## config.mk

```make
export PLATFORM = sky130hd
export DESIGN_NAME = stack_bytecode_move_decoder_flat
export DESIGN_NICKNAME = d
export VERILOG_FILES = /design/src/rtl/smd_pkg.sv /design/src/rtl/smd_if.sv /design/src/rtl/smd_core.sv /design/src/rtl/stack_bytecode_move_decoder.sv /design/src/flat_wrapper.sv
export SDC_FILE = /design/constraint.sdc
export NUM_CORES = 1
export LEC_CHECK = 0
export ABC_AREA = 1
export BUFFER_PORTS_ARGS = -buffer_cell sky130_fd_sc_hd__buf_2
export CAP_MARGIN = 20
export CELL_PAD_IN_SITES_DETAIL_PLACEMENT = 1
export CELL_PAD_IN_SITES_GLOBAL_PLACEMENT = 2
export CORE_UTILIZATION = 43
export DETAILED_ROUTE_END_ITERATION = 12
export GPL_TIMING_DRIVEN = 0
export PLACE_DENSITY_LB_ADDON = 0.2
export SLEW_MARGIN = 20
export SYNTH_ARGS = -nofsm -noshare
export SYNTH_HDL_FRONTEND = slang
export SYNTH_SLANG_ARGS = --single-unit
```

## constraint.sdc

```tcl
create_clock -name clk_i -period 17.6 [get_ports clk_i]
set_clock_uncertainty 0.1 [all_clocks]
set_input_delay 0.88 -clock clk_i [delete_from_list [all_inputs] [get_ports clk_i]]
set_output_delay 0.88 -clock clk_i [all_outputs]
set_load 0.005 [all_outputs]
```

## src/rtl/smd_pkg.sv

```systemverilog
// Shared types and constants of the stack bytecode move decoder.
`default_nettype none

package smd_pkg;

  // Stack geometry
  localparam int unsigned STACK_DEPTH = 16;
  localparam int unsigned CNT_W       = $clog2(STACK_DEPTH + 1);
  localparam int unsigned MOVE_ARGS   = 7;

  // Field widths
  localparam int unsigned BYTE_W   = 8;
  localparam int unsigned STATUS_W = 3;
  localparam int unsigned LEVEL_W  = 5;
  localparam int unsigned CFG_IDX_W = 1;

  // Configuration register indexes
  localparam logic [CFG_IDX_W-1:0] REG_PUSH_OPCODE = 1'd0;
  localparam logic [CFG_IDX_W-1:0] REG_MOVE_OPCODE = 1'd1;

  // Configuration reset values
  localparam logic [BYTE_W-1:0] PUSH_OPCODE_RST = 8'd0;
  localparam logic [BYTE_W-1:0] MOVE_OPCODE_RST = 8'd1;

  // Result status codes
  typedef enum logic [STATUS_W-1:0] {
    ST_AWAIT   = 3'd0,
    ST_PUSHED  = 3'd1,
    ST_FULL    = 3'd2,
    ST_MOVE    = 3'd3,
    ST_NOARGS  = 3'd4,
    ST_UNKNOWN = 3'd5,
    ST_DROPPED = 3'd6
  } smd_status_e;

  // One input beat
  typedef struct packed {
    logic [BYTE_W-1:0] code_byte;
    logic              program_end;
  } smd_item_t;

  // Configuration registers
  typedef struct packed {
    logic [BYTE_W-1:0] push_opcode;
    logic [BYTE_W-1:0] move_opcode;
  } smd_cfg_t;

  // One result beat
  typedef struct packed {
    smd_status_e        status;
    logic [BYTE_W-1:0]  target_x;
    logic [BYTE_W-1:0]  target_y;
    logic [BYTE_W-1:0]  target_z;
    logic [BYTE_W-1:0]  heading_x;
    logic [BYTE_W-1:0]  heading_y;
    logic [BYTE_W-1:0]  heading_z;
    logic [BYTE_W-1:0]  move_speed;
    logic [LEVEL_W-1:0] stack_level;
  } smd_result_t;

endpackage

`default_nettype wire

```

## src/rtl/smd_if.sv

```systemverilog
// Valid/ready channel interfaces for bytecode input and decode results.
`default_nettype none

interface smd_in_if
  import smd_pkg::*;
();
  logic              valid;
  logic              ready;
  logic [BYTE_W-1:0] code_byte;
  logic              program_end;

  modport source (output valid, output code_byte, output program_end, input ready);
  modport sink   (input valid, input code_byte, input program_end, output ready);
endinterface

interface smd_out_if
  import smd_pkg::*;
();
  logic                valid;
  logic                ready;
  logic [STATUS_W-1:0] status;
  logic [BYTE_W-1:0]   target_x;
  logic [BYTE_W-1:0]   target_y;
  logic [BYTE_W-1:0]   target_z;
  logic [BYTE_W-1:0]   heading_x;
  logic [BYTE_W-1:0]   heading_y;
  logic [BYTE_W-1:0]   heading_z;
  logic [BYTE_W-1:0]   move_speed;
  logic [LEVEL_W-1:0]  stack_level;

  modport source (
    output valid, output status, output target_x, output target_y, output target_z,
    output heading_x, output heading_y, output heading_z, output move_speed,
    output stack_level, input ready
  );
  modport sink (
    input valid, input status, input target_x, input target_y, input target_z,
    input heading_x, input heading_y, input heading_z, input move_speed,
    input stack_level, output ready
  );
endinterface

`default_nettype wire

```

## src/rtl/smd_core.sv

```systemverilog
// Decode stage: shift-register byte stack, entry count and operand mode.
`default_nettype none

module smd_core
  import smd_pkg::*;
(
  input  wire logic        clk_i,
  input  wire logic        rst_ni,
  input  wire logic        step_i,
  input  wire smd_item_t   item_i,
  input  wire smd_cfg_t    cfg_i,
  output smd_result_t      result_o
);

  // Operand mode codes
  localparam logic [1:0] MODE_OPCODE = 2'd0;
  localparam logic [1:0] MODE_PUSH   = 2'd1;
  localparam logic [1:0] MODE_DROP   = 2'd2;

  // Top of stack lives in entry 0
  logic [BYTE_W-1:0] stack_q [STACK_DEPTH];
  logic [CNT_W-1:0]  count_q, count_d;
  logic [1:0]        mode_q, mode_d;
  logic              push, pop, full;

  assign full = (count_q == CNT_W'(STACK_DEPTH));

  // Decode one byte against the current mode and stack level
  always_comb begin
    result_o = '0;
    result_o.status = ST_AWAIT;
    mode_d  = MODE_OPCODE;
    count_d = count_q;
    push    = 1'b0;
    pop     = 1'b0;
    unique case (mode_q)
      MODE_PUSH: begin
        if (!full) begin
          push    = 1'b1;
          count_d = count_q + CNT_W'(1);
          result_o.status = ST_PUSHED;
        end else begin
          result_o.status = ST_DROPPED;
        end
      end
      MODE_DROP: begin
        result_o.status = ST_DROPPED;
      end
      default: begin
        priority if (item_i.code_byte == cfg_i.push_opcode) begin
          if (full) begin
            result_o.status = ST_FULL;
            mode_d = MODE_DROP;
          end else begin
            result_o.status = ST_AWAIT;
            mode_d = MODE_PUSH;
          end
        end else if (item_i.code_byte == cfg_i.move_opcode) begin
          if (count_q < CNT_W'(MOVE_ARGS)) begin
            result_o.status = ST_NOARGS;
          end else begin
            pop     = 1'b1;
            count_d = count_q - CNT_W'(MOVE_ARGS);
            result_o.status = ST_MOVE;
          end
        end else begin
          result_o.status = ST_UNKNOWN;
        end
      end
    endcase
    // A pending literal never outlives the program
    if (item_i.program_end) begin
      mode_d = MODE_OPCODE;
    end
    if (pop) begin
      result_o.target_x   = stack_q[0];
      result_o.target_y   = stack_q[1];
      result_o.target_z   = stack_q[2];
      result_o.heading_x  = stack_q[3];
      result_o.heading_y  = stack_q[4];
      result_o.heading_z  = stack_q[5];
      result_o.move_speed = stack_q[6];
    end
    result_o.stack_level = LEVEL_W'(32'(count_d));
  end

  // Shift stack entries: down by one on push, up by seven on move
  for (genvar g = 0; g < STACK_DEPTH; g++) begin : g_entry
    logic [BYTE_W-1:0] push_src, pop_src;
    if (g == 0) begin : g_top
      assign push_src = item_i.code_byte;
    end else begin : g_below
      assign push_src = stack_q[g-1];
    end
    if (g + MOVE_ARGS < STACK_DEPTH) begin : g_pull
      assign pop_src = stack_q[g+MOVE_ARGS];
    end else begin : g_keep
      assign pop_src = stack_q[g];
    end
    always_ff @(posedge clk_i) begin
      if (step_i && push) begin
        stack_q[g] <= push_src;
      end else if (step_i && pop) begin
        stack_q[g] <= pop_src;
      end
    end
  end

  // Advance count and mode on each decoded beat
  always_ff @(posedge clk_i or negedge rst_ni) begin
    if (!rst_ni) begin
      count_q <= '0;
      mode_q  <= MODE_OPCODE;
    end else if (step_i) begin
      count_q <= count_d;
      mode_q  <= mode_d;
    end
  end

  a_count_bound: assert property (@(posedge clk_i) disable iff (!rst_ni)
    count_q <= CNT_W'(STACK_DEPTH))
    else $error("stack count above depth");

  a_mode_legal: assert property (@(posedge clk_i) disable iff (!rst_ni)
    mode_q != 2'd3)
    else $error("unused operand mode reached");

  a_move_pops: assert property (@(posedge clk_i) disable iff (!rst_ni)
    step_i && result_o.status == ST_MOVE |=> count_q == $past(count_q) - CNT_W'(MOVE_ARGS))
    else $error("move did not pop seven entries");

  a_push_grows: assert property (@(posedge clk_i) disable iff (!rst_ni)
    step_i && result_o.status == ST_PUSHED |=> count_q == $past(count_q) + CNT_W'(1))
    else $error("push did not grow the stack");

  a_end_clears_mode: assert property (@(posedge clk_i) disable iff (!rst_ni)
    step_i && item_i.program_end |=> mode_q == MODE_OPCODE)
    else $error("operand mode survived program end");

endmodule

`default_nettype wire

```

## src/rtl/stack_bytecode_move_decoder.sv

```systemverilog
// Top level of the stack bytecode move decoder.
//
// Bytecode bytes arrive on in_ch (code_byte, program_end) and each beat
// produces exactly one result beat on out_ch: a status code, the seven
// move fields (zero unless a move is emitted) and the stack level after
// the byte. Both channels use valid/ready; a beat moves when both are high.
// The opcode values are set through cfg_we_i/cfg_idx_i/cfg_data_i while
// the block is idle: index 0 is the push opcode, index 1 the move opcode.
// An accepted byte sits in the input register until the decode stage takes
// it, and its result is loaded into the output register, from which it is
// offered. The block takes one byte per cycle while the receiver keeps
// ready high; the single decode stage, with its sixteen-entry shift-register
// stack, sets that rate. When the receiver holds ready low, the output register
// holds its beat, the input register fills and in_ch.ready drops.
// Reset empties the stack, clears the operand mode, drops any held beats
// and returns the opcodes to push 0 and move 1.
`default_nettype none

module stack_bytecode_move_decoder
  import smd_pkg::*;
(
  input  wire logic                 clk_i,
  input  wire logic                 rst_ni,
  smd_in_if.sink                    in_ch,
  smd_out_if.source                 out_ch,
  input  wire logic                 cfg_we_i,
  input  wire logic [CFG_IDX_W-1:0] cfg_idx_i,
  input  wire logic [BYTE_W-1:0]    cfg_data_i
);

  smd_cfg_t    cfg_q;
  smd_item_t   item_q;
  logic        item_v_q;
  smd_result_t res_d, res_q;
  logic        res_v_q;
  logic        advance, step, in_fire;

  // Pipeline control
  assign advance     = !res_v_q || out_ch.ready;
  assign step        = item_v_q && advance;
  assign in_ch.ready = !item_v_q || advance;
  assign in_fire     = in_ch.valid && in_ch.ready;

  // Configuration writes
  always_ff @(posedge clk_i or negedge rst_ni) begin
    if (!rst_ni) begin
      cfg_q.push_opcode <= PUSH_OPCODE_RST;
      cfg_q.move_opcode <= MOVE_OPCODE_RST;
    end else if (cfg_we_i) begin
      unique case (cfg_idx_i)
        REG_PUSH_OPCODE: cfg_q.push_opcode <= cfg_data_i;
        REG_MOVE_OPCODE: cfg_q.move_opcode <= cfg_data_i;
        default: ;
      endcase
    end
  end

  // Input register: hold the beat until the decode stage takes it
  always_ff @(posedge clk_i or negedge rst_ni) begin
    if (!rst_ni) begin
      item_v_q <= 1'b0;
    end else if (in_fire) begin
      item_v_q <= 1'b1;
    end else if (step) begin
      item_v_q <= 1'b0;
    end
  end

  always_ff @(posedge clk_i) begin
    if (in_fire) begin
      item_q.code_byte   <= in_ch.code_byte;
      item_q.program_end <= in_ch.program_end;
    end
  end

  smd_core u_core (
    .clk_i    (clk_i),
    .rst_ni   (rst_ni),
    .step_i   (step),
    .item_i   (item_q),
    .cfg_i    (cfg_q),
    .result_o (res_d)
  );

  // Output register: hold the result beat while the receiver stalls
  always_ff @(posedge clk_i or negedge rst_ni) begin
    if (!rst_ni) begin
      res_v_q <= 1'b0;
    end else if (step) begin
      res_v_q <= 1'b1;
    end else if (out_ch.ready) begin
      res_v_q <= 1'b0;
    end
  end

  always_ff @(posedge clk_i) begin
    if (step) begin
      res_q <= res_d;
    end
  end

  assign out_ch.valid       = res_v_q;
  assign out_ch.status      = res_q.status;
  assign out_ch.target_x    = res_q.target_x;
  assign out_ch.target_y    = res_q.target_y;
  assign out_ch.target_z    = res_q.target_z;
  assign out_ch.heading_x   = res_q.heading_x;
  assign out_ch.heading_y   = res_q.heading_y;
  assign out_ch.heading_z   = res_q.heading_z;
  assign out_ch.move_speed  = res_q.move_speed;
  assign out_ch.stack_level = res_q.stack_level;

endmodule

`default_nettype wire

```

## src/flat_wrapper.sv

```systemverilog
// flat-port wrapper written by rule: the top's interface ports become plain ports
module stack_bytecode_move_decoder_flat import smd_pkg::*;
  (clk_i, rst_ni, cfg_we_i, cfg_idx_i, cfg_data_i, in_ch_valid, in_ch_code_byte, in_ch_program_end, in_ch_ready, out_ch_valid, out_ch_status, out_ch_target_x, out_ch_target_y, out_ch_target_z, out_ch_heading_x, out_ch_heading_y, out_ch_heading_z, out_ch_move_speed, out_ch_stack_level, out_ch_ready);
  smd_in_if in_ch_i ();
  smd_out_if out_ch_i ();
  input  wire logic clk_i;
  input  wire logic rst_ni;
  input  wire logic cfg_we_i;
  input  wire logic [CFG_IDX_W-1:0] cfg_idx_i;
  input  wire logic [BYTE_W-1:0] cfg_data_i;
  input wire logic [$bits(in_ch_i.valid)-1:0] in_ch_valid;
  input wire logic [$bits(in_ch_i.code_byte)-1:0] in_ch_code_byte;
  input wire logic [$bits(in_ch_i.program_end)-1:0] in_ch_program_end;
  output wire logic [$bits(in_ch_i.ready)-1:0] in_ch_ready;
  output wire logic [$bits(out_ch_i.valid)-1:0] out_ch_valid;
  output wire logic [$bits(out_ch_i.status)-1:0] out_ch_status;
  output wire logic [$bits(out_ch_i.target_x)-1:0] out_ch_target_x;
  output wire logic [$bits(out_ch_i.target_y)-1:0] out_ch_target_y;
  output wire logic [$bits(out_ch_i.target_z)-1:0] out_ch_target_z;
  output wire logic [$bits(out_ch_i.heading_x)-1:0] out_ch_heading_x;
  output wire logic [$bits(out_ch_i.heading_y)-1:0] out_ch_heading_y;
  output wire logic [$bits(out_ch_i.heading_z)-1:0] out_ch_heading_z;
  output wire logic [$bits(out_ch_i.move_speed)-1:0] out_ch_move_speed;
  output wire logic [$bits(out_ch_i.stack_level)-1:0] out_ch_stack_level;
  input wire logic [$bits(out_ch_i.ready)-1:0] out_ch_ready;
  assign in_ch_i.valid = in_ch_valid;
  assign in_ch_i.code_byte = in_ch_code_byte;
  assign in_ch_i.program_end = in_ch_program_end;
  assign in_ch_ready = in_ch_i.ready;
  assign out_ch_valid = out_ch_i.valid;
  assign out_ch_status = out_ch_i.status;
  assign out_ch_target_x = out_ch_i.target_x;
  assign out_ch_target_y = out_ch_i.target_y;
  assign out_ch_target_z = out_ch_i.target_z;
  assign out_ch_heading_x = out_ch_i.heading_x;
  assign out_ch_heading_y = out_ch_i.heading_y;
  assign out_ch_heading_z = out_ch_i.heading_z;
  assign out_ch_move_speed = out_ch_i.move_speed;
  assign out_ch_stack_level = out_ch_i.stack_level;
  assign out_ch_i.ready = out_ch_ready;
  stack_bytecode_move_decoder u_core (.clk_i(clk_i), .rst_ni(rst_ni), .in_ch(in_ch_i), .out_ch(out_ch_i), .cfg_we_i(cfg_we_i), .cfg_idx_i(cfg_idx_i), .cfg_data_i(cfg_data_i));
endmodule
```

# Word level (Yosys, flattened, before mapping)
# Memories as Yosys holds them, arrays and structs flattened.
# Cells that the tools add are included.
[totals]
mem_bits_ro = 0
ff_bits = 98
in_bits = 23
latchBits = 0
wordCells = 102
ramBits = 128
memories = 1
output_inout_bits = 66
[mem_list]
columns = ["memory", "depth", "width", "read_ports", "rd_ports_with_merged_regs", "write_ports", "line", "source"]
rows = [
  ["u_core.u_core.stack_q", 16, 8, 16, 0, 16, "smd_core.sv:21", "logic [BYTE_W-1:0] stack_q [STACK_DEPTH];"],
]
[classes]
n_addsub = 2
reduce_logical = 13
bitwise = 17
n_mux = 46
n_div = 0
n_mul = 0
n_shift = 0
order_cmp = 1
n_eq_ne = 5
[op_table]
columns = ["operator", "n"]
rows = [
  ["8-bit two-way mux", 16],
  ["5-bit two-way mux", 4],
  ["8-bit == test", 2],
  ["1-bit bitwise OR", 16],
  ["1-bit two-way mux", 15],
  ["3-bit two-way mux", 4],
  ["2-bit two-way mux", 5],
  ["5-bit case mux with 2 select lines", 1],
  ["3-bit case mux with 2 select lines", 1],
  ["5-bit by 1-bit adder with 5-bit output, second input constant", 1],
  ["5-bit == test, second input constant", 1],
  ["5-bit by 3-bit < comparator with 1-bit output, second input constant", 1],
  ["5-bit by 3-bit subtractor with 5-bit output, second input constant", 1],
  ["1-bit logical AND", 4],
  ["2-bit AND reduction", 2],
  ["2-bit nonzero test", 2],
  ["2-bit by 1-bit == test with 1-bit output, second input constant", 1],
  ["2-bit == test, second input constant", 1],
  ["1-bit logical NOT", 2],
  ["1-bit logical OR", 2],
  ["2-bit OR reduction", 1],
  ["1-bit NOT", 1],
]

# Depth between registers and ports, before layout
# Gate-level depths: netlist of run 1.
[logic_depth]
depth_word = 10
depth_mapped = 14
mapped_depth_nobuf = 14

# Cells and area by module
# From an unflattened synthesis of run 1, not the netlist that was laid out.
[unflattened]
cells_unflattened = 756
area_unflattened_um2 = 9283.9
[by_module_without_submodules]
columns = ["module", "instances", "cells_each", "area_each_um2", "seq_area_each_um2"]
rows = [
  ["smd_core", 1, 601, 6337.3, 4018.9],
  ["stack_bytecode_move_decoder", 1, 155, 2946.6, 2643.8],
]

# Least setup slack after synthesis of run 1
# Ideal clock, no wire load.
[synth_timing]
path_type = "reg-to-reg"
startpoint = "register u_core.cfg_q[0] in the netlist's numbering"
endpoint = "memory u_core.u_core.stack_q[0][0] (enable)"
stages_incl_launch_ff = 9
period_less_slack_ns = 5.500
setup_ns = 0.526
path_slack_ns = 12.100
t_arrival_ns = 4.874
required_time_ns = 16.974
n_path_buf = 1
cell_sequence = "dfstp_2 > xnor2_1 > nand2_1 > nor2_1 > nand2_1 > nor2_2 > nand3_1 > buf_2 > a21oi_1"
[synth_rtl]
columns = ["element", "line", "source"]
rows = [
  ["start: declaration", "stack_bytecode_move_decoder.sv:31", "smd_cfg_t cfg_q;"],
  ["end: declaration", "smd_core.sv:21", ""],
]

==> flow_metrics.env, run 1 <==
export IMPL_regToRegSetupSlack_ns=14.60
export IMPL_maxCapViolCount=0
export IMPL_maxSlewHeadroom_pct=45.0
export IMPL_fillers=2277
export IMPL_cts_tree="built"
export IMPL_p_seq_share_pct=51.0
export IMPL_reg2reg_from="u_core.out_ch.valid$_DFFE_PN0P_"
export IMPL_cts_root_buf="clkbuf_16"
export IMPL_synthFlopType="edfxtp_1"
export IMPL_power_switching_mw=0.269
export IMPL_synth_area_mm2=0.00917
export IMPL_clock_sinks=226
export IMPL_hold_class="input pin to asynchronous set/reset pin"
export IMPL_placed_area_mm2=0.0101
export IMPL_finalCriticalPeriod_ns=3.17
export IMPL_grt_max_degree=73
export IMPL_finalInstanceArea_mm2=0.0110
export IMPL_area_growth_pct=19.5
export IMPL_slowest_stage="clkinv_4"
export IMPL_postCtsHoldBufs=0
export IMPL_start_kind="input pin"
export IMPL_clkLatencyLatePin_ns=0.52
export IMPL_pwr_share_comb_pct=6.1
export IMPL_synthTopCellsByArea="edfxtp_1 66%, inv_1 6.8%, dfrtp_1 6.5%, nand2_1 6.5%, o21ai_1 3.2%"
export IMPL_synth_cell_type_count=34
export IMPL_p_int_mw=0.958
export IMPL_die_area_mm2=0.0219
export IMPL_clock_power_share_pct=42.9
export IMPL_synth_edf_count=201
export IMPL_layout_nets=939
export IMPL_layout_drive_gt1_share_pct=16.7
export IMPL_crit_fanout=72
export IMPL_synthArstFlopShare_pct=11.1
export IMPL_portBuffers=88
export IMPL_fin_util_pct=52.3
export IMPL_antenna_left=0
export IMPL_grt_pass1_wl_um=33900
export IMPL_cts_buffer_depth=3
export IMPL_p_leak_nw=4.86
export IMPL_crit_required_ns=17.72
export IMPL_numCtsBuffers=24
export IMPL_place_congestion=0.796
export IMPL_most_common_layout_cells="201 x edfxtp_1, 165 x inv_1, 158 x nand2_1, 92 x buf_2, 67 x nor2_1"
export IMPL_worst_path_buf_inv=4
export IMPL_synth_seq_area_share_pct=72.6
export IMPL_reg2regPathDepth=6
export IMPL_die_w_um=148
export IMPL_finalSetupViolCount=0
export IMPL_critical_path_top_delay_family="buffers and inverters"
export IMPL_fin_crit_sh_pct=18.0
export IMPL_grt_pass1_vias=6241
export IMPL_drtIter0Drc=313
export IMPL_status="complete, no violations"
export IMPL_clk_pin_slew_ns=0.06
export IMPL_start_util_pct=43.8
export IMPL_dieHeight_um=148
export IMPL_path_class="input pin to register"
export IMPL_cp_data_arrival_time_ns=3.29
export IMPL_drcViolationCount=0
export IMPL_wirelength_um=21300
export IMPL_synth_top_area_share_pct=65.8
export IMPL_ir_drop_uv=77.1
export IMPL_reg2reg_to="u_core.u_core.stack_q[0][13]$_DFFE_PP_"
export IMPL_syn_area_per_cell_um2=11.6
export IMPL_grt_overflow_total=0
export IMPL_grt_usage_pct=20.4
export IMPL_final_hold_violation_count=0
export IMPL_critical_path_max_stage_delay_ns=0.65
export IMPL_worstSetupEndpointType="register"
export IMPL_worst_pin_slew_ns=0.825
export IMPL_io_pins=89
export IMPL_drv_slew=0
export IMPL_tns_ns=0
export IMPL_ys_ff_latch=226
export IMPL_powerDensity_mw_per_mm2=112
export IMPL_clock_fmax_mhz=316
export IMPL_synth_cells=792
export IMPL_routedWlPerCell_um=17.7
export IMPL_dr_pass1_iters=4
export IMPL_core_rowCount=53
export IMPL_syn_nets=819
export IMPL_dp_hpwl_um=15100
export IMPL_synth_top_cell_by_area="edfxtp_1"
export IMPL_crit_path_cell_trace="buf_2 -> inv_1 -> nand2_1 -> nand2_1 -> clkinv_4 -> nand4_4 -> clkbuf_1 -> o21ai_1"
export IMPL_ys_warn_count=0
export IMPL_sw_frac_of_total_pct=21.9
export IMPL_via_per_inst=4.83
export IMPL_postCtsSetupBuffers=0
export IMPL_total_power_mw=1.23
export IMPL_antenna_found_initial=0
export IMPL_htreeDepth=1
export IMPL_cts_resized=0
export IMPL_startpoint="out_ch_ready"
export IMPL_coreArea_mm2=0.0210
export IMPL_final_common_cell="edfxtp_1"
export IMPL_diodes=0
export IMPL_hold_slack_ns=0.286
export IMPL_vias=5815
export IMPL_rsz0062_at_grt="no"
export IMPL_critPathMostFrequentCell="nand2_1"
stage by stage:
| step | setup WS [ns] | std cells |
|---|---|---|
| 2_1_floorplan | 12.10 | 792 |
| 3_3_place_gp | 10.09 | 1155 |
| 3_5_place_dp | 13.82 | 1161 |
| 4_1_cts | 14.36 | 1205 |
| 5_1_grt | 14.17 | 1205 |
| 6_report | 14.43 | 1205 |
flip-flops by register name, summed over array words and instances, names as in the netlist:
signal and flops:
u_core.cfg_q 16, u_core.item_q 9, u_core.item_v_q 1, u_core.out_ch.heading_x 8
u_core.out_ch.heading_y 8, u_core.out_ch.heading_z 8, u_core.out_ch.move_speed 8, u_core.out_ch.stack_level 5
u_core.out_ch.status 3, u_core.out_ch.target_x 8, u_core.out_ch.target_y 8, u_core.out_ch.target_z 8
u_core.out_ch.valid 1, u_core.u_core.count_q 5, u_core.u_core.mode_q 2, u_core.u_core.stack_q 128
cell usage after synthesis, types with 2 or more instances:
library cell	instances
edfxtp_1	201
xor2_1	3
xnor2_1	12
nor2_1	68
buf_2	4
nand2_1	158
o32ai_1	2
inv_1	165
o21ai_1	58
nand4_1	3
clkbuf_1	12
nand3_1	20
a21oi_1	2
dfrtp_1	24
o21ai_2	2
ha_1	4
o21ai_0	31
buf_6	7
logic make-up (layout without fill, tap and decap cells):
| family | after synthesis | after routing | share of synthesized area, % |
|---|---|---|---|
| and+or+nand+nor | 255 | 255 | 11.1 |
| DFF | 226 | 226 | 72.6 |
| buffers and inverters | 192 | 330 | 8.53 |
| AOI/OAI and AO/OA | 100 | 100 | 5.74 |
| xor gates and xnor gates | 15 | 15 | 1.43 |
| adders and majority gates | 4 | 4 | 0.546 |
worst reg2reg max path, cell delays in order (launching register included):
cell and delay, ns:
dfrtp_1 0.37, nand2_1 0.08, nand2_1 0.43, clkinv_4 0.65, nand4_4 0.49, clkbuf_1 0.42, o21ai_1 0.18
cell type report:
cell class	instances	area, µm²	area share, %
multi-input combinational	374	1750	15.9
clock inverter	15	181	1.66
timing repair buffer	94	598	5.46
inverter	167	632	5.77
buffer	25	155	1.42
sequential	226	6660	60.8
clock buffer	29	641	5.85
tap	275	344	3.14
layer usage:
layer  part of all wire, %  GRT usage (%)
met1                    42           25.2
met2                    53           37.5
met3                   3.1           2.50
met4                   1.9           5.21
met5                     0              0
power by group through the flow:
stage               Clock [mW]  Combinational, mW  Sequential (mW)
floorplan                    0             0.0399            0.638
global placement             0             0.0721            0.638
detailed placement           0             0.0762            0.638
CTS                      0.535             0.0766            0.627
global route             0.553             0.0856            0.629
finish                   0.526             0.0747            0.626
worst max-delay path by stage:
| stage | endpoint | slack (ns) | depth (start not counted) |
|---|---|---|---|
| 4_1_cts | u_core.u_core.stack_q[0][13]$_DFFE_PP_ | 14.36 | 8 |
| 5_1_grt | u_core.u_core.stack_q[0][60]$_DFFE_PP_ | 14.17 | 9 |
| 3_3_place_gp | u_core.u_core.stack_q[0][23]$_DFFE_PP_ | 10.09 | 8 |
| 6_report | u_core.u_core.stack_q[0][13]$_DFFE_PP_ | 14.43 | 8 |
| 2_1_floorplan | u_core.u_core.stack_q[0][0]$_DFFE_PP_ | 12.10 | 8 |
| 3_5_place_dp | u_core.u_core.stack_q[0][13]$_DFFE_PP_ | 13.82 | 8 |
Power figures use the tool's default switching activity.
==> run 2: changes to the inputs <==
- ABC_AREA: 1 -> 0
- CORE_UTILIZATION: 43 -> 40
- clock period: 17.6 -> 2.6 ns (I/O delays scaled with it)
==> flow_metrics.env, run 2 <==
export IMPL_drv_slew=0
export IMPL_worstSetupEndpointType="register"
export IMPL_total_power_mw=7.77
export IMPL_grt_pass1_vias=5082
export IMPL_ir_drop_uv=377
export IMPL_grt_usage_pct=16.5
export IMPL_largest_reg_flops=128
export IMPL_crit_path_cell_trace="xor2_2 -> nor4_4 -> and3b_2 -> and3_4 -> and3_4 -> buf_12 -> buf_12 -> buf_12 -> mux2_4"
export IMPL_grt_pass1_wl_um=29600
export IMPL_synth_top_cells_by_count="201 x edfxtp_1, 70 x mux2_4, 57 x and2_1"
export IMPL_critical_path_max_stage_delay_ns=0.46
export IMPL_reg_top3="u_core.u_core.stack_q (128), u_core.cfg_q (16), u_core.item_q (9)"
export IMPL_synth_top_cell_by_area="edfxtp_1"
export IMPL_crit_fanout=6
export IMPL_clk_pin_slew_ns=0.06
export IMPL_critical_path_top_delay_family="simple AND/OR/NAND/NOR gates"
export IMPL_maxCapViolCount=0
export IMPL_dieHeight_um=154
export IMPL_area_growth_pct=27.6
export IMPL_grt_max_degree=43
export IMPL_die_area_mm2=0.0237
export IMPL_worst_pin_slew_ns=0.622
export IMPL_synth_seq_area_share_pct=72.0
export IMPL_numCtsBuffers=25
export IMPL_fin_ws_ns=-0.152
export IMPL_synth_most_common_cell="edfxtp_1"
export IMPL_start_util_pct=40.9
export IMPL_maxSlewHeadroom_pct=58.5
export IMPL_status="finished, violations left"
export IMPL_vias=4871
export IMPL_cts_root_buf="clkbuf_16"
export IMPL_dp_hpwl_um=12400
export IMPL_powerDensity_mw_per_mm2=658
export IMPL_violations="setup timing"
export IMPL_routedWlPerCell_um=20.0
export IMPL_diodes=0
export IMPL_coreArea_mm2=0.0226
export IMPL_fin_util_pct=52.2
export IMPL_path_class="register to register"
export IMPL_synth_edf_count=201
export IMPL_clock_sinks=226
export IMPL_cts_tree="built"
export IMPL_drcViolationCount=0
export IMPL_place_congestion=0.800
export IMPL_antenna_left=0
export IMPL_clkLatencyLatePin_ns=0.51
export IMPL_grt_overflow_total=0
export IMPL_layout_nets=714
export IMPL_syn_area_per_cell_um2=18.5
export IMPL_io_pins=89
export IMPL_worst_path_buf_inv=3
export IMPL_layout_drive_gt1_share_pct=41.8
export IMPL_htreeDepth=1
export IMPL_start_kind="register"
export IMPL_fin_crit_sh_pct=106
export IMPL_ys_warn_count=0
export IMPL_synth_area_mm2=0.00925
export IMPL_fillers=2103
export IMPL_syn_nets=528
export IMPL_core_rowCount=55
export IMPL_rsz0062_at_grt="yes"
export IMPL_regMostFlops="u_core.u_core.stack_q"
export IMPL_hold_class="input pin to asynchronous set/reset pin"
export IMPL_critPathMostFrequentCell="buf_12"
export IMPL_synthArstFlopShare_pct=11.1
export IMPL_p_leak_nw=4.51
export IMPL_portBuffers=88
export IMPL_die_w_um=154
export IMPL_crit_required_ns=2.75
export IMPL_final_hold_violation_count=0
export IMPL_slowest_stage="edfxtp_1"
export IMPL_final_common_cell="edfxtp_1"
export IMPL_ys_ff_latch=226
export IMPL_dr_pass1_iters=4
export IMPL_placed_area_mm2=0.0102
export IMPL_antenna_found_initial=0
export IMPL_cts_buffer_depth=3
export IMPL_drtIter0Drc=194
export IMPL_synth_top_area_share_pct=65.2
export IMPL_clock_fmax_mhz=363
export IMPL_finalInstanceArea_mm2=0.0118
export IMPL_synthFlopType="edfxtp_1"
export IMPL_synth_cell_type_count=44
export IMPL_synth_cells=501
export IMPL_finalCriticalPeriod_ns=2.75
export IMPL_cp_data_arrival_time_ns=2.91
export IMPL_via_per_inst=4.93
export IMPL_most_common_layout_cells="201 x edfxtp_1, 90 x buf_2, 71 x mux2_4, 57 x and2_1, 32 x clkbuf_16"
export IMPL_wirelength_um=19700
export IMPL_finalSetupViolCount=93
export IMPL_synthTopCellsByArea="edfxtp_1 65%, mux2_4 11%, dfrtp_1 6.5%, and2_1 3.9%, mux2_2 1.9%"
## run 2: path summary, 6_finish.rpt
kind | start | end | slack [ns] | cells after the start
worst max-delay path | u_core.item_q[5]$_DFFE_PP_ | u_core.u_core.stack_q[0][54]$_DFFE_PP_ | -0.15 | 9
worst min-delay path | rst_ni | u_core.cfg_q[12]$_DFFE_PN0P_ | 0.06 | 2
worst max register to register | u_core.item_q[5]$_DFFE_PP_ | u_core.u_core.stack_q[0][54]$_DFFE_PP_ | -0.15 | 9
worst min register to register | u_core.u_core.stack_q[1][39]$_DFFE_PP_ | u_core.u_core.stack_q[1][47]$_DFFE_PP_ | 0.35 | 0
max in group asynchronous | rst_ni | u_core.u_core.count_q[1]$_DFFE_PN0P_ | 1.93 | 2
min in group clk_i | cfg_idx_i | u_core.cfg_q[10]$_DFFE_PN0P_ | 0.19 | 4
## run 2: cells by family after synthesis
kind of cell,Yosys count,share of synthesized area [%]
adders and majority gates,4,0.541
xor gates and xnor gates,16,1.51
buffers and inverters,27,2.60
AOI/OAI and AO/OA,26,1.81
muxes,93,14.1
DFF,226,72.0
and+or+nand+nor,109,7.45
## run 2: timing repair
item                                    in CTS  in global routing
resized for setup                           13                 21
endpoints found under the hold margin       52                  0
gates cloned                                 3                  5
setup buffers                               22                 18
pin swaps                                    7                  5
endpoints found under the setup margin     183                182
hold buffers                                21                  0
## run 2: worst register-to-register path: cells and delay by family (launching register included)
| kind | cells | cell delay (ns) |
|---|---|---|
| buffers and inverters | 3 | 0.40 |
| multiplexers | 1 | 0.33 |
| flip-flops | 1 | 0.46 |
| AND/OR/NAND/NOR | 4 | 1.01 |
| XOR/XNOR | 1 | 0.19 |
## run 2: per-layer routing
layer / up-vias / wire length (µm) / part of all wire [%] / track usage [%]
met4: 0 / 340 / 1.7 / 4.52
met5: - / 0 / 0 / 0
li1: 2255 / - / - / -
met1: 2489 / 8830 / 45 / 21.6
met2: 96 / 9750 / 49 / 28.1
met3: 31 / 791 / 4.0 / 2.93
## run 2: where the power goes
part,switching [mW],internal (mW)
Sequential,0.0575,4.05
Combinational,0.187,0.180
Clock,1.36,1.94
Total,1.60,6.17
## run 2: area by class of cell
type                       count  area (µm²)  share of cell area, %
sequential                   226        6660                   56.4
multi-input combinational    248        2410                   20.4
timing repair buffer         161        1370                   11.6
clock buffer                  34         689                   5.84
tap                          285         357                   3.02
buffer                        19         233                   1.97
clock inverter                 9        67.6                  0.572
inverter                       6        22.5                  0.191
## run 2: stage by stage
stage	cells	worst slack (ns)	hold WS (ns)	setup TNS, ns
after floorplan	501	-0.633	-0.266	-45.61
after global placement	874	-1.51	0.0671	-170.96
after detailed placement	880	-0.951	0.0809	-72.39
after CTS	968	-0.155	0.0639	-7.36
after global routing	988	-0.234	0.120	-21.01
final	988	-0.152	0.0604	-8.53
==> run 3: changes to the inputs <==
- CORE_MARGIN: unset -> 1
- REMOVE_ABC_BUFFERS: unset -> 1
==> flow_metrics.env, run 3 (same netlist as run 2, synthesis figures left out) <==
export IMPL_final_common_cell="edfxtp_1"
export IMPL_maxCapViolCount=0
export IMPL_clkLatencyLatePin_ns=0.52
export IMPL_layout_nets=700
export IMPL_place_congestion=0.785
export IMPL_dp_hpwl_um=10700
export IMPL_grt_usage_pct=17.7
export IMPL_start_util_pct=40.9
export IMPL_routedWlPerCell_um=21.1
export IMPL_tns_ns=-4.47
export IMPL_clock_fmax_mhz=375
export IMPL_crit_required_ns=2.74
export IMPL_die_w_um=154
export IMPL_cp_data_arrival_time_ns=2.80
export IMPL_die_area_mm2=0.0237
export IMPL_portBuffers=88
export IMPL_hold_class="input pin to asynchronous set/reset pin"
export IMPL_largest_reg_flops=128
export IMPL_status="finished, violations left"
export IMPL_wirelength_um=20600
export IMPL_cts_tree="built"
export IMPL_diodes=0
export IMPL_layout_drive_gt1_share_pct=42.1
export IMPL_grt_pass1_vias=5148
export IMPL_ir_drop_uv=335
export IMPL_finalInstanceArea_mm2=0.0119
export IMPL_drv_slew=0
export IMPL_area_growth_pct=28.3
export IMPL_clock_sinks=226
export IMPL_worstSetupEndpointType="register"
export IMPL_reg_top3="u_core.u_core.stack_q (128), u_core.cfg_q (16), u_core.item_q (9)"
export IMPL_placed_area_mm2=0.0100
export IMPL_start_kind="register"
export IMPL_fin_crit_sh_pct=103
export IMPL_htreeDepth=1
export IMPL_fin_ws_ns=-0.0655
export IMPL_antenna_found_initial=1
export IMPL_reg2regPathDepth=11
export IMPL_powerDensity_mw_per_mm2=671
export IMPL_most_common_layout_cells="201 x edfxtp_1, 88 x buf_2, 71 x mux2_4, 57 x and2_1, 31 x clkbuf_16"
export IMPL_path_class="register to register"
export IMPL_p_leak_nw=4.49
export IMPL_regMostFlops="u_core.u_core.stack_q"
export IMPL_drcViolationCount=0
export IMPL_rsz0062_at_grt="yes"
export IMPL_vias=4925
export IMPL_core_rowCount=55
export IMPL_io_pins=89
export IMPL_post_place_ws_ns=-1.29
export IMPL_final_hold_violation_count=0
export IMPL_coreArea_mm2=0.0226
export IMPL_drtIter0Drc=320
export IMPL_dr_pass1_iters=4
export IMPL_violations="setup timing"
export IMPL_dieHeight_um=154
export IMPL_clk_pin_slew_ns=0.06
export IMPL_total_power_mw=7.97
export IMPL_finalSetupViolCount=123
export IMPL_maxSlewHeadroom_pct=46.6
export IMPL_grt_max_degree=76
export IMPL_grt_overflow_total=0
export IMPL_antenna_left=0
export IMPL_via_per_inst=5.04
export IMPL_grt_pass1_wl_um=31600
export IMPL_numCtsBuffers=25
export IMPL_finalCriticalPeriod_ns=2.67
export IMPL_cts_root_buf="clkbuf_16"
export IMPL_cts_buffer_depth=3
export IMPL_worst_pin_slew_ns=0.799
export IMPL_crit_fanout=5
[run 3: changes by cell type in the layout (fill, tap and decap cells not counted), sizes merged]
cell	delta
bufinv	+3
clkinvlp	+3
bufbuf	+1
and3	+3
buf	-9
clkinv	+4
clkbuf	-16
[run 3: path summary, 6_finish.rpt]
| kind | from | end | slack (ns) |
|---|---|---|---|
| max | u_core.item_q[8]$_DFFE_PP_ | u_core.u_core.stack_q[0][1]$_DFFE_PP_ | -0.07 |
| min | rst_ni | u_core.item_v_q$_DFFE_PN0P_ | 0.07 |
| max reg2reg | u_core.item_q[8]$_DFFE_PP_ | u_core.u_core.stack_q[0][1]$_DFFE_PP_ | -0.07 |
| min reg2reg | u_core.u_core.stack_q[1][10]$_DFFE_PP_ | u_core.u_core.stack_q[1][18]$_DFFE_PP_ | 0.35 |
| max in group asynchronous | rst_ni | u_core.cfg_q[10]$_DFFE_PN0P_ | 1.91 |
| min in group clk_i | cfg_idx_i | u_core.cfg_q[12]$_DFFE_PN0P_ | 0.08 |
[run 3: timing repair]
item,4_1_cts,5_1_grt
buffers inserted,30,9
gates resized for setup,24,6
gates cloned,12,6
endpoints found under the hold margin,52,0
hold buffers,21,0
endpoints found under the setup margin,146,146
pin swaps,8,4
[run 3: where the power goes]
group / internal (mW) / switching [mW]
Clock: 2.06 / 1.44
Sequential: 4.05 / 0.0560
Combinational: 0.175 / 0.185
[run 3: layout make-up]
class | instances | area (µm²)
Clock inverter | 19 | 175
Clock buffer | 27 | 633
Sequential cell | 226 | 6660
Multi-Input combinational cell | 251 | 2430
Inverter | 6 | 48.8
Tap cell | 285 | 357
Fill cell | 2082 | 10800
Timing Repair Buffer | 163 | 1560
[run 3: worst max-delay path: stages, from the launching register on]
cell	delay [ns]
edfxtp_1	0.45
xor2_1	0.22
nor4_4	0.31
and3b_2	0.24
and3_4	0.20
buf_4	0.13
buf_4	0.12
nor2_2	0.04
nor2_4	0.14
buf_8	0.16
buf_12	0.14
clkbuf_16	0.15
[run 3: layer usage]
metal	part of all wire, %	track usage, %	routed length, µm
met1	46	24.4	9500
met2	48	29.3	9960
met3	4.1	2.59	839
met4	1.7	4.29	341
met5	0	0	0
[run 3: metrics by stage]
step / util (%) / std cells / hold slack, ns
global placement: 43.4 / 853 / 0.0710
floorplan: - / 480 / -0.266
global route: 52.4 / 977 / 0.0997
CTS: 51.7 / 967 / 0.0613
detailed placement: 44.2 / 860 / 0.0844
finish: 52.4 / 977 / 0.0662
